$ cat src/rtl/md5md_pkg.sv
`timescale 1ns / 1ps

package md5md_pkg;

    // block geometry
    localparam int MSG_WORDS   = 16;
    localparam int BLOCK_BYTES = 64;
    localparam int ROUNDS      = 64;
    localparam int WORD_BITS   = 32;
    localparam int LANES       = WORD_BITS / 8;
    localparam int ADDR_BITS   = $clog2(MSG_WORDS);
    localparam int FILL_BITS   = $clog2(BLOCK_BYTES);
    localparam int RND_BITS    = $clog2(ROUNDS);

    // padding layout
    localparam logic [7:0]           PAD_BYTE    = 8'h80;
    localparam logic [FILL_BITS-1:0] LEN_POS     = FILL_BITS'(56);
    localparam logic [FILL_BITS-1:0] FILL_LAST   = FILL_BITS'(BLOCK_BYTES - 1);
    localparam logic [RND_BITS-1:0]  ROUND_LAST  = RND_BITS'(ROUNDS - 1);
    localparam logic [ADDR_BITS-1:0] LEN_LO_WORD = ADDR_BITS'(14);
    localparam logic [ADDR_BITS-1:0] LEN_HI_WORD = ADDR_BITS'(15);
    // zero fill pointer is one bit wider so it can step past the last word
    localparam logic [ADDR_BITS:0]   ZERO_LAST_ONE = (ADDR_BITS + 1)'(13);
    localparam logic [ADDR_BITS:0]   ZERO_LAST_TWO = (ADDR_BITS + 1)'(MSG_WORDS - 1);

    typedef struct packed {
        logic [WORD_BITS-1:0] a;
        logic [WORD_BITS-1:0] b;
        logic [WORD_BITS-1:0] c;
        logic [WORD_BITS-1:0] d;
    } abcd_t;

    localparam abcd_t INIT_CHAIN = '{
        a: 32'h67452301,
        b: 32'hefcdab89,
        c: 32'h98badcfe,
        d: 32'h10325476
    };

    // write port of the message block memory
    typedef struct packed {
        logic                 we;
        logic [LANES-1:0]     be;
        logic [ADDR_BITS-1:0] addr;
        logic [WORD_BITS-1:0] data;
    } ram_wr_t;

    typedef enum logic [2:0] {
        ST_IDLE,
        ST_PAD,
        ST_ZERO,
        ST_LEN_LO,
        ST_LEN_HI,
        ST_START,
        ST_ROUND,
        ST_FINISH
    } state_t;

    typedef enum logic [1:0] {
        CTX_BLOCK,
        CTX_PAD1,
        CTX_FINAL
    } ctx_t;

    localparam logic [WORD_BITS-1:0] K_TABLE [ROUNDS] = '{
        32'hd76aa478, 32'he8c7b756, 32'h242070db, 32'hc1bdceee,
        32'hf57c0faf, 32'h4787c62a, 32'ha8304613, 32'hfd469501,
        32'h698098d8, 32'h8b44f7af, 32'hffff5bb1, 32'h895cd7be,
        32'h6b901122, 32'hfd987193, 32'ha679438e, 32'h49b40821,
        32'hf61e2562, 32'hc040b340, 32'h265e5a51, 32'he9b6c7aa,
        32'hd62f105d, 32'h02441453, 32'hd8a1e681, 32'he7d3fbc8,
        32'h21e1cde6, 32'hc33707d6, 32'hf4d50d87, 32'h455a14ed,
        32'ha9e3e905, 32'hfcefa3f8, 32'h676f02d9, 32'h8d2a4c8a,
        32'hfffa3942, 32'h8771f681, 32'h6d9d6122, 32'hfde5380c,
        32'ha4beea44, 32'h4bdecfa9, 32'hf6bb4b60, 32'hbebfbc70,
        32'h289b7ec6, 32'heaa127fa, 32'hd4ef3085, 32'h04881d05,
        32'hd9d4d039, 32'he6db99e5, 32'h1fa27cf8, 32'hc4ac5665,
        32'hf4292244, 32'h432aff97, 32'hab9423a7, 32'hfc93a039,
        32'h655b59c3, 32'h8f0ccc92, 32'hffeff47d, 32'h85845dd1,
        32'h6fa87e4f, 32'hfe2ce6e0, 32'ha3014314, 32'h4e0811a1,
        32'hf7537e82, 32'hbd3af235, 32'h2ad7d2bb, 32'heb86d391
    };

    localparam logic [4:0] ROT_TABLE [16] = '{
        5'd7, 5'd12, 5'd17, 5'd22, 5'd5, 5'd9, 5'd14, 5'd20,
        5'd4, 5'd11, 5'd16, 5'd23, 5'd6, 5'd10, 5'd15, 5'd21
    };

    // message word used by a round
    function automatic logic [ADDR_BITS-1:0] msg_index(input logic [RND_BITS-1:0] rnd);
        logic [ADDR_BITS-1:0] r4;
        logic [ADDR_BITS-1:0] idx;
        r4 = rnd[ADDR_BITS-1:0];
        unique case (rnd[RND_BITS-1:RND_BITS-2])
            2'd0: idx = r4;
            2'd1: idx = ADDR_BITS'(r4 * ADDR_BITS'(5)) + ADDR_BITS'(1);
            2'd2: idx = ADDR_BITS'(r4 * ADDR_BITS'(3)) + ADDR_BITS'(5);
            2'd3: idx = ADDR_BITS'(r4 * ADDR_BITS'(7));
        endcase
        return idx;
    endfunction

endpackage

$ cat src/rtl/md5md_msg_ram.sv
`timescale 1ns / 1ps

module md5md_msg_ram (
    input  logic                                  clk,
    input  md5md_pkg::ram_wr_t                    wr,
    input  logic [md5md_pkg::ADDR_BITS-1:0]       raddr,
    output logic [md5md_pkg::WORD_BITS-1:0]       rdata
);

    logic [md5md_pkg::WORD_BITS-1:0] mem [md5md_pkg::MSG_WORDS];

    // byte-lane write
    always_ff @(posedge clk)
    begin
        if (wr.we)
        begin
            for (int l = 0; l < md5md_pkg::LANES; l++)
            begin
                if (wr.be[l])
                begin
                    mem[wr.addr][8*l +: 8] <= wr.data[8*l +: 8];
                end
            end
        end
    end

    // registered read
    always_ff @(posedge clk)
    begin
        rdata <= mem[raddr];
    end

endmodule

$ cat src/rtl/md5md_round.sv
`timescale 1ns / 1ps

module md5md_round (
    input  logic [md5md_pkg::RND_BITS-1:0]  rnd,
    input  md5md_pkg::abcd_t                cur,
    input  logic [md5md_pkg::WORD_BITS-1:0] m,
    output md5md_pkg::abcd_t                nxt
);

    logic [md5md_pkg::WORD_BITS-1:0]   f;
    logic [md5md_pkg::WORD_BITS-1:0]   sum;
    logic [4:0]                        rot;
    logic [2*md5md_pkg::WORD_BITS-1:0] dbl;
    logic [md5md_pkg::WORD_BITS-1:0]   t;

    // boolean function of the current phase
    always_comb
    begin
        unique case (rnd[md5md_pkg::RND_BITS-1:md5md_pkg::RND_BITS-2])
            2'd0: f = (cur.b & cur.c) | (~cur.b & cur.d);
            2'd1: f = (cur.b & cur.d) | (cur.c & ~cur.d);
            2'd2: f = cur.b ^ cur.c ^ cur.d;
            2'd3: f = cur.c ^ (cur.b | ~cur.d);
        endcase
    end

    // add, rotate left, add
    assign sum = cur.a + f + m + md5md_pkg::K_TABLE[rnd];
    assign rot = md5md_pkg::ROT_TABLE[{rnd[md5md_pkg::RND_BITS-1:md5md_pkg::RND_BITS-2], rnd[1:0]}];
    assign dbl = {sum, sum} << rot;
    assign t   = dbl[2*md5md_pkg::WORD_BITS-1:md5md_pkg::WORD_BITS] + cur.b;

    // word rotation
    assign nxt = '{a: cur.d, b: t, c: cur.b, d: cur.c};

endmodule

$ cat src/rtl/md5_message_digest_unit.sv
`timescale 1ns / 1ps

// channel | signals                                 | moves
// --------+-----------------------------------------+---------------------------------
// in      | in_valid in_ready msg_byte byte_valid   | one message byte or closing
//         | is_last                                 | request
// out     | out_valid out_ready digest_a..digest_d  | one 128-bit digest per message
//
// the 64th byte of a block is followed by a compression (one read set-up, 64 rounds,
// one chaining add) bound by the single round unit and the one read port of the block
// memory
// a closing request takes a pad write, up to 13 zero-word writes, an exit from the zero
// fill, 2 length writes and one compression, or two compressions when the pad spills
// past byte 55
// reset gives the initial chaining words, an empty block and a zero byte count
// in_ready is low during padding and compression; a waiting digest stalls only the
// end of the next message

module md5_message_digest_unit (
    input  logic        clk,
    input  logic        rst_n,
    input  logic        in_valid,
    output logic        in_ready,
    input  logic [7:0]  msg_byte,
    input  logic        byte_valid,
    input  logic        is_last,
    output logic        out_valid,
    input  logic        out_ready,
    output logic [31:0] digest_a,
    output logic [31:0] digest_b,
    output logic [31:0] digest_c,
    output logic [31:0] digest_d
);

    md5md_pkg::state_t state_reg, state_next;
    md5md_pkg::ctx_t   ctx_reg, ctx_next;
    logic [md5md_pkg::FILL_BITS-1:0] fill_reg, fill_next;
    logic [31:0]                     count_reg, count_next;
    logic                            last_pend_reg, last_pend_next;
    logic                            pad_two_reg, pad_two_next;
    logic [md5md_pkg::ADDR_BITS:0]   wptr_reg, wptr_next;
    logic [md5md_pkg::RND_BITS-1:0]  rnd_reg, rnd_next;
    md5md_pkg::abcd_t                work_reg, work_next;
    md5md_pkg::abcd_t                chain_reg, chain_next;
    md5md_pkg::abcd_t                digest_reg, digest_next;
    logic                            out_valid_reg, out_valid_next;

    md5md_pkg::ram_wr_t              ram_wr;
    logic [md5md_pkg::ADDR_BITS-1:0] ram_raddr;
    logic [md5md_pkg::WORD_BITS-1:0] ram_rdata;
    md5md_pkg::abcd_t                round_out;
    md5md_pkg::abcd_t                chain_sum;
    logic [md5md_pkg::ADDR_BITS:0]   zero_limit;
    logic                            in_acc;

    md5md_msg_ram u_msg_ram (
        .clk   (clk),
        .wr    (ram_wr),
        .raddr (ram_raddr),
        .rdata (ram_rdata)
    );

    md5md_round u_round (
        .rnd (rnd_reg),
        .cur (work_reg),
        .m   (ram_rdata),
        .nxt (round_out)
    );

    assign in_ready   = (state_reg == md5md_pkg::ST_IDLE);
    assign in_acc     = in_valid && in_ready;
    assign zero_limit = pad_two_reg ? md5md_pkg::ZERO_LAST_TWO : md5md_pkg::ZERO_LAST_ONE;

    // chaining add after the last round
    assign chain_sum = '{
        a: chain_reg.a + work_reg.a,
        b: chain_reg.b + work_reg.b,
        c: chain_reg.c + work_reg.c,
        d: chain_reg.d + work_reg.d
    };

    // control state
    always_ff @(posedge clk or negedge rst_n)
    begin
        if (!rst_n)
        begin
            state_reg     <= md5md_pkg::ST_IDLE;
            ctx_reg       <= md5md_pkg::CTX_BLOCK;
            fill_reg      <= '0;
            count_reg     <= '0;
            last_pend_reg <= 1'b0;
            pad_two_reg   <= 1'b0;
            wptr_reg      <= '0;
            rnd_reg       <= '0;
            chain_reg     <= md5md_pkg::INIT_CHAIN;
            out_valid_reg <= 1'b0;
        end
        else
        begin
            state_reg     <= state_next;
            ctx_reg       <= ctx_next;
            fill_reg      <= fill_next;
            count_reg     <= count_next;
            last_pend_reg <= last_pend_next;
            pad_two_reg   <= pad_two_next;
            wptr_reg      <= wptr_next;
            rnd_reg       <= rnd_next;
            chain_reg     <= chain_next;
            out_valid_reg <= out_valid_next;
        end
    end

    // working words and digest
    always_ff @(posedge clk)
    begin
        work_reg   <= work_next;
        digest_reg <= digest_next;
    end

    // next state, memory accesses
    always_comb
    begin
        state_next     = state_reg;
        ctx_next       = ctx_reg;
        fill_next      = fill_reg;
        count_next     = count_reg;
        last_pend_next = last_pend_reg;
        pad_two_next   = pad_two_reg;
        wptr_next      = wptr_reg;
        rnd_next       = rnd_reg;
        work_next      = work_reg;
        chain_next     = chain_reg;
        digest_next    = digest_reg;
        out_valid_next = out_valid_reg && !out_ready;
        ram_wr         = '0;
        ram_raddr      = md5md_pkg::msg_index(rnd_reg + md5md_pkg::RND_BITS'(1));

        unique case (state_reg)
            md5md_pkg::ST_IDLE:
            begin
                if (in_acc)
                begin
                    // byte lane write
                    if (byte_valid)
                    begin
                        ram_wr.we   = 1'b1;
                        ram_wr.addr = fill_reg[md5md_pkg::FILL_BITS-1:2];
                        ram_wr.be   = md5md_pkg::LANES'(1) << fill_reg[1:0];
                        ram_wr.data = {md5md_pkg::LANES{msg_byte}};
                        fill_next   = fill_reg + md5md_pkg::FILL_BITS'(1);
                        count_next  = count_reg + 32'd1;
                    end
                    if (byte_valid && fill_reg == md5md_pkg::FILL_LAST)
                    begin
                        state_next     = md5md_pkg::ST_START;
                        ctx_next       = md5md_pkg::CTX_BLOCK;
                        last_pend_next = is_last;
                    end
                    else if (is_last)
                    begin
                        state_next = md5md_pkg::ST_PAD;
                    end
                end
            end

            md5md_pkg::ST_PAD:
            begin
                // pad byte, zero the lanes above it
                ram_wr.we    = 1'b1;
                ram_wr.addr  = fill_reg[md5md_pkg::FILL_BITS-1:2];
                ram_wr.be    = {md5md_pkg::LANES{1'b1}} << fill_reg[1:0];
                ram_wr.data  = md5md_pkg::WORD_BITS'(md5md_pkg::PAD_BYTE) << {fill_reg[1:0], 3'b000};
                wptr_next    = {1'b0, fill_reg[md5md_pkg::FILL_BITS-1:2]}
                             + (md5md_pkg::ADDR_BITS + 1)'(1);
                pad_two_next = (fill_reg >= md5md_pkg::LEN_POS);
                state_next   = md5md_pkg::ST_ZERO;
            end

            md5md_pkg::ST_ZERO:
            begin
                if (wptr_reg <= zero_limit)
                begin
                    ram_wr.we   = 1'b1;
                    ram_wr.addr = wptr_reg[md5md_pkg::ADDR_BITS-1:0];
                    ram_wr.be   = {md5md_pkg::LANES{1'b1}};
                    ram_wr.data = '0;
                    wptr_next   = wptr_reg + (md5md_pkg::ADDR_BITS + 1)'(1);
                end
                else if (pad_two_reg)
                begin
                    state_next = md5md_pkg::ST_START;
                    ctx_next   = md5md_pkg::CTX_PAD1;
                end
                else
                begin
                    state_next = md5md_pkg::ST_LEN_LO;
                end
            end

            md5md_pkg::ST_LEN_LO:
            begin
                ram_wr.we   = 1'b1;
                ram_wr.addr = md5md_pkg::LEN_LO_WORD;
                ram_wr.be   = {md5md_pkg::LANES{1'b1}};
                ram_wr.data = {count_reg[28:0], 3'b000};
                state_next  = md5md_pkg::ST_LEN_HI;
            end

            md5md_pkg::ST_LEN_HI:
            begin
                ram_wr.we   = 1'b1;
                ram_wr.addr = md5md_pkg::LEN_HI_WORD;
                ram_wr.be   = {md5md_pkg::LANES{1'b1}};
                ram_wr.data = {29'd0, count_reg[31:29]};
                state_next  = md5md_pkg::ST_START;
                ctx_next    = md5md_pkg::CTX_FINAL;
            end

            md5md_pkg::ST_START:
            begin
                // fetch the first message word
                ram_raddr  = md5md_pkg::msg_index('0);
                work_next  = chain_reg;
                rnd_next   = '0;
                state_next = md5md_pkg::ST_ROUND;
            end

            md5md_pkg::ST_ROUND:
            begin
                work_next = round_out;
                rnd_next  = rnd_reg + md5md_pkg::RND_BITS'(1);
                if (rnd_reg == md5md_pkg::ROUND_LAST)
                begin
                    state_next = md5md_pkg::ST_FINISH;
                end
            end

            md5md_pkg::ST_FINISH:
            begin
                unique case (ctx_reg)
                    md5md_pkg::CTX_BLOCK:
                    begin
                        chain_next     = chain_sum;
                        last_pend_next = 1'b0;
                        state_next     = last_pend_reg ? md5md_pkg::ST_PAD : md5md_pkg::ST_IDLE;
                    end
                    md5md_pkg::CTX_PAD1:
                    begin
                        chain_next   = chain_sum;
                        pad_two_next = 1'b0;
                        wptr_next    = '0;
                        state_next   = md5md_pkg::ST_ZERO;
                    end
                    md5md_pkg::CTX_FINAL:
                    begin
                        // hand over the digest once the output register is free
                        if (!out_valid_reg || out_ready)
                        begin
                            digest_next    = chain_sum;
                            out_valid_next = 1'b1;
                            chain_next     = md5md_pkg::INIT_CHAIN;
                            fill_next      = '0;
                            count_next     = '0;
                            state_next     = md5md_pkg::ST_IDLE;
                        end
                    end
                    default:
                    begin
                        state_next = md5md_pkg::ST_IDLE;
                    end
                endcase
            end

            default:
            begin
                state_next = md5md_pkg::ST_IDLE;
            end
        endcase
    end

    assign out_valid = out_valid_reg;
    assign digest_a  = digest_reg.a;
    assign digest_b  = digest_reg.b;
    assign digest_c  = digest_reg.c;
    assign digest_d  = digest_reg.d;

    // no block write while the rounds read the memory
    a_no_write_in_rounds : assert property (@(posedge clk) disable iff (!rst_n)
        state_reg == md5md_pkg::ST_ROUND |-> !ram_wr.we)
        else $error("block memory written during compression");

    // a full block starts compression
    a_full_block_compresses : assert property (@(posedge clk) disable iff (!rst_n)
        in_acc && byte_valid && fill_reg == md5md_pkg::FILL_LAST
        |=> state_reg == md5md_pkg::ST_START)
        else $error("full block did not start compression");

    // round 63 ends the compression
    a_rounds_end : assert property (@(posedge clk) disable iff (!rst_n)
        state_reg == md5md_pkg::ST_ROUND && rnd_reg == md5md_pkg::ROUND_LAST
        |=> state_reg == md5md_pkg::ST_FINISH)
        else $error("compression did not finish after the last round");

    // a digest appears only from the final compression
    a_digest_source : assert property (@(posedge clk) disable iff (!rst_n)
        $rose(out_valid_reg)
        |-> $past(state_reg == md5md_pkg::ST_FINISH && ctx_reg == md5md_pkg::CTX_FINAL))
        else $error("digest raised outside the final compression");

endmodule
$ cat config.mk
export PLATFORM = sky130hd
export DESIGN_NAME = md5_message_digest_unit
export DESIGN_NICKNAME = d
export VERILOG_FILES = /design/src/rtl/md5md_pkg.sv /design/src/rtl/md5md_msg_ram.sv /design/src/rtl/md5md_round.sv /design/src/rtl/md5_message_digest_unit.sv
export SDC_FILE = /design/constraint.sdc
export NUM_CORES = 2
export LEC_CHECK = 0
export BUFFER_PORTS_ARGS = -buffer_cell sky130_fd_sc_hd__buf_2
export CAP_MARGIN = 40
export CORE_ASPECT_RATIO = 1.25
export CORE_MARGIN = 2
export CORE_UTILIZATION = 35
export CTS_BUF_LIST = sky130_fd_sc_hd__clkbuf_16
export DETAILED_ROUTE_END_ITERATION = 10
export PLACE_DENSITY_LB_ADDON = 0.12
export SYNTH_ARGS = -nofsm -noshare
export SYNTH_HDL_FRONTEND = slang
export SYNTH_SLANG_ARGS = --single-unit
$ cat constraint.sdc
create_clock -name clk -period 14.6 [get_ports clk]
set_clock_uncertainty 0.1 [all_clocks]
set_input_delay 1.46 -clock clk [delete_from_list [all_inputs] [get_ports clk]]
set_output_delay 1.46 -clock clk [all_outputs]
set_load 0.02 [all_outputs]
==> results.md <==
* Top_reg_cell synth: edfxtp_1
* Max incr delay on CP at 0.64 ns
* Cells after Synth at 5223
* CTS tree: yes
* Ys Warns at 0
* Initial core utilization at 35.30%
* Initial detailed-routing violation count at 3464
* Grt total ovfl at 0
* CP Capture Type: register
* Final setup fails at 0
* Reg2Reg Setup Slack at 3.43 ns
* Hold Path Cell Cnt at 2
* Least-Margin Pin Slew at 0.9935 ns
* Wire per inst at 25.23 µm
* Arrival time at the worst endpoint at 11.53 ns
* Fraction of registers with async set/reset at 18.78%
* Initial antenna violation count at 9
* CP Data Required Time at 14.96 ns
* Synthesis-stage register bit count at 985
* Crit Path Class: reg2reg
* Yosys cell types at 87
* Sinks on Clock Net at 985
* EDFF count, synth at 768
* Die area at 162800 µm²
* Clk_lat worst skew at 0.77 ns
* Gr usage total at 22.50%
* Fin. max-slew vios at 0
* Hold_buf cts at 0
* Synth Area in Simple Gates at 11.70%
* Cells on worst reg2reg path at 40
* Most numerous cell on the critical path: a21oi_1
* Combinational family with the most area after synthesis: compound AO/OA/AOI/OAI gates
* Vias in the first global route at 40880
* Htree depth at 3
* MaxCap Viol Count at 0
* Final hold violation count at 0
* First drt pass iteration count at 8
* PostCTS Resize Cnt at 0
* Pleak at 22.96 nW
* Clock tree buffer depth at 3
* Final core occ at 39.64%
* Vias after detailed routing at 41970
* FF-to-FF Start: rnd_reg[1]$_DFFE_PN0P_
* Io pins at 144
* RSZ-0062 raised after global routing: false
* Hold crit path type: reg2reg
* Vias per cell at 5.645
* Clock transition at the registers of the reported paths at 0.06 ns
* Hpwl dp at 133.3 mm
* Final #Nets at 5573
* Final worst slack at 3.428 ns
* Xor and xnor area share after synthesis at 3.978%
* Drc violations at 0
* Adder-Cell Fraction of Synth Area at 7.328%
* First-pass GRT wire length at 274.5 mm
* Max reg flops at 512
* Area grow syn2layout at 12.28%
* Min-delay src: chain_reg[63]$_DFFE_PN1P_
* Post-synthesis compound-gate area fraction at 18.70%
* Crit path max fanout at 13
* Die width at 361.3 µm
* Non-Filler Instances at 7434
* CTS root buf: clkbuf_16
* Largest net degree at the start of global routing at 170
* Pwr/cell area at 92.80 nW/µm²
* Sequential share of the synthesized area at 50.86%
* Setup tns final at 0 ns
* Slew HR at 32.72%
* Tcrit/Tclk final at 76.52%
* Slowest-stage cell, CP: ha_1
* Placed Instances at 7223
* Design Power at 5.821 mW
* Setup repair bufs after CTS at 0
* Syn nets at 5524
* Startpoint types: register
* Core area at 158300 µm²
* Gp weighted congestion at 0.9760
* Final ANT Viol Nets at 0
* Filler cells at 15400
* Worst r2r dst: work_reg[84]$_DFFE_PP_
* Die height at 450.7 µm
* Maximum vdd ir drop at 0.1024 mV
* Mapped Area at 55870 µm²
* Row cnt at 163
* Routed WL at 187.6 mm
* Final min period at 11.17 ns
* Fmax at 89.51 MHz
* # port buffers at 143
* Syn avg cell area at 10.70 µm²
* Share of post-route cells with drive strength above 1 at 12.58%
* Post-synthesis mux area share at 4.065%
* Dpl ws at 3.701 ns
* Run status: finished, final reports clean
* CTS Buf Count at 108
* Hold Path Sink: chain_reg[63]$_DFFE_PN1P_
-- how the worst max path moves through the flow --
stage	start	endpoint	slack, ns	cells past startpoint
floorplan	rnd_reg[0]$_DFFE_PN0P_	work_reg[84]$_DFFE_PP_	5.28	41
global placement	rnd_reg[1]$_DFFE_PN0P_	work_reg[94]$_DFFE_PP_	3.80	40
detailed placement	rnd_reg[1]$_DFFE_PN0P_	work_reg[94]$_DFFE_PP_	3.70	40
CTS	rnd_reg[1]$_DFFE_PN0P_	work_reg[94]$_DFFE_PP_	3.61	40
global route	rnd_reg[1]$_DFFE_PN0P_	work_reg[84]$_DFFE_PP_	2.54	40
finish	rnd_reg[1]$_DFFE_PN0P_	work_reg[84]$_DFFE_PP_	3.43	40
-- report_power, final --
part / switching [mW] / internal [mW] / leakage (nW) / total, mW
Combinational: 0.0161 / 0.00263 / 12.5 / 0.0187
Sequential: 0.000395 / 2.99 / 8.59 / 2.99
Clock: 1.22 / 1.59 / 1.86 / 2.81
-- per-stage QoR --
stage	hold WS, ns	cell area (µm²)
global placement	0.3873	58650
CTS	0.4013	62700
floorplan	0.3701	55870
finish	0.3981	62730
detailed placement	0.3911	59060
global route	0.4360	62720
-- layout by cell type (no fill, tap or decap), types with 35 or more instances in the layout --
cell,netlist,routed
nor2_1,353,350
buf_4,0,80
clkbuf_16,0,108
a211oi_1,207,206
xnor2_1,171,169
o21ai_0,286,286
o211ai_1,84,84
o22a_1,58,58
buf_2,7,144
mux2_2,127,127
dfrtp_1,121,117
xor2_1,80,80
a22o_1,89,89
a21oi_1,374,373
and2_1,144,142
edfxtp_1,768,768
fa_1,67,67
nand2_1,542,540
dfstp_2,64,64
nor2b_1,42,41
nand3_1,97,95
inv_1,195,221
mux2i_1,75,74
o21a_1,35,35
ha_1,220,220
a311oi_1,78,78
a21o_1,75,75
a31oi_1,94,94
or2_2,41,40
nor3_1,63,63
-- worst max-delay path: cells and delay by family (launching register included) --
family	cells	cell delay [ns]
mux	3	0.61
xor+xnor	2	0.32
fa+ha+maj	7	2.91
simple gates	4	0.88
flops	1	0.37
buf+inv	4	0.86
compound gates	20	4.80
-- layer usage --
metal / part of all wire [%] / up-vias / global-route usage, %
li1: - / 19500 / -
met1: 40 / 20900 / 27.33
met2: 51 / 1223 / 40.34
met3: 4.3 / 342 / 2.675
met4: 4.2 / 4 / 9.108
met5: 0.012 / - / 0
-- layout make-up --
class / count / area [µm²] / share of cell area [%]
flip-flops and latches: 985 / 28430 / 45.32
multi-input cells: 3738 / 25690 / 40.96
clock buffers: 108 / 2703 / 4.308
well taps: 2062 / 2580 / 4.113
repair buffers: 240 / 1623 / 2.587
clock inverters: 96 / 934.6 / 1.490
inverters: 199 / 752.0 / 1.199
diodes: 6 / 15.01 / 0.02394
-- logic make-up after synthesis --
logic type | after synthesis
mux | 206
simple gates | 1426
fa+ha+maj | 287
flops | 985
compound gates | 1567
xor+xnor | 252
buf+inv | 500
-- cells in the mapped netlist, types with 35 or more instances --
cell type,count,area (µm²)
clkbuf_1,255,957.2
buf_1,39,146.4
mux2_2,127,1430
o211ai_1,84,630.6
dfrtp_1,121,3028
dfstp_2,64,1682
or2_2,41,256.5
a21o_1,75,563.0
nor3_1,63,315.3
xnor2_1,171,1498
and2_1,144,900.9
nand2_1,542,2034
a22o_1,89,779.5
nor2_1,353,1325
ha_1,220,2753
o21ai_0,286,1431
a31oi_1,94,588.1
mux2i_1,75,750.7
a21oi_1,374,1872
o21a_1,35,262.8
o22a_1,58,508.0
a211oi_1,207,1554
a311oi_1,78,683.2
inv_1,195,732.0
xor2_1,80,700.7
edfxtp_1,768,23060
nor2b_1,42,262.8
nand3_1,97,485.5
fa_1,67,1341
(Power assumes the default switching activity.)
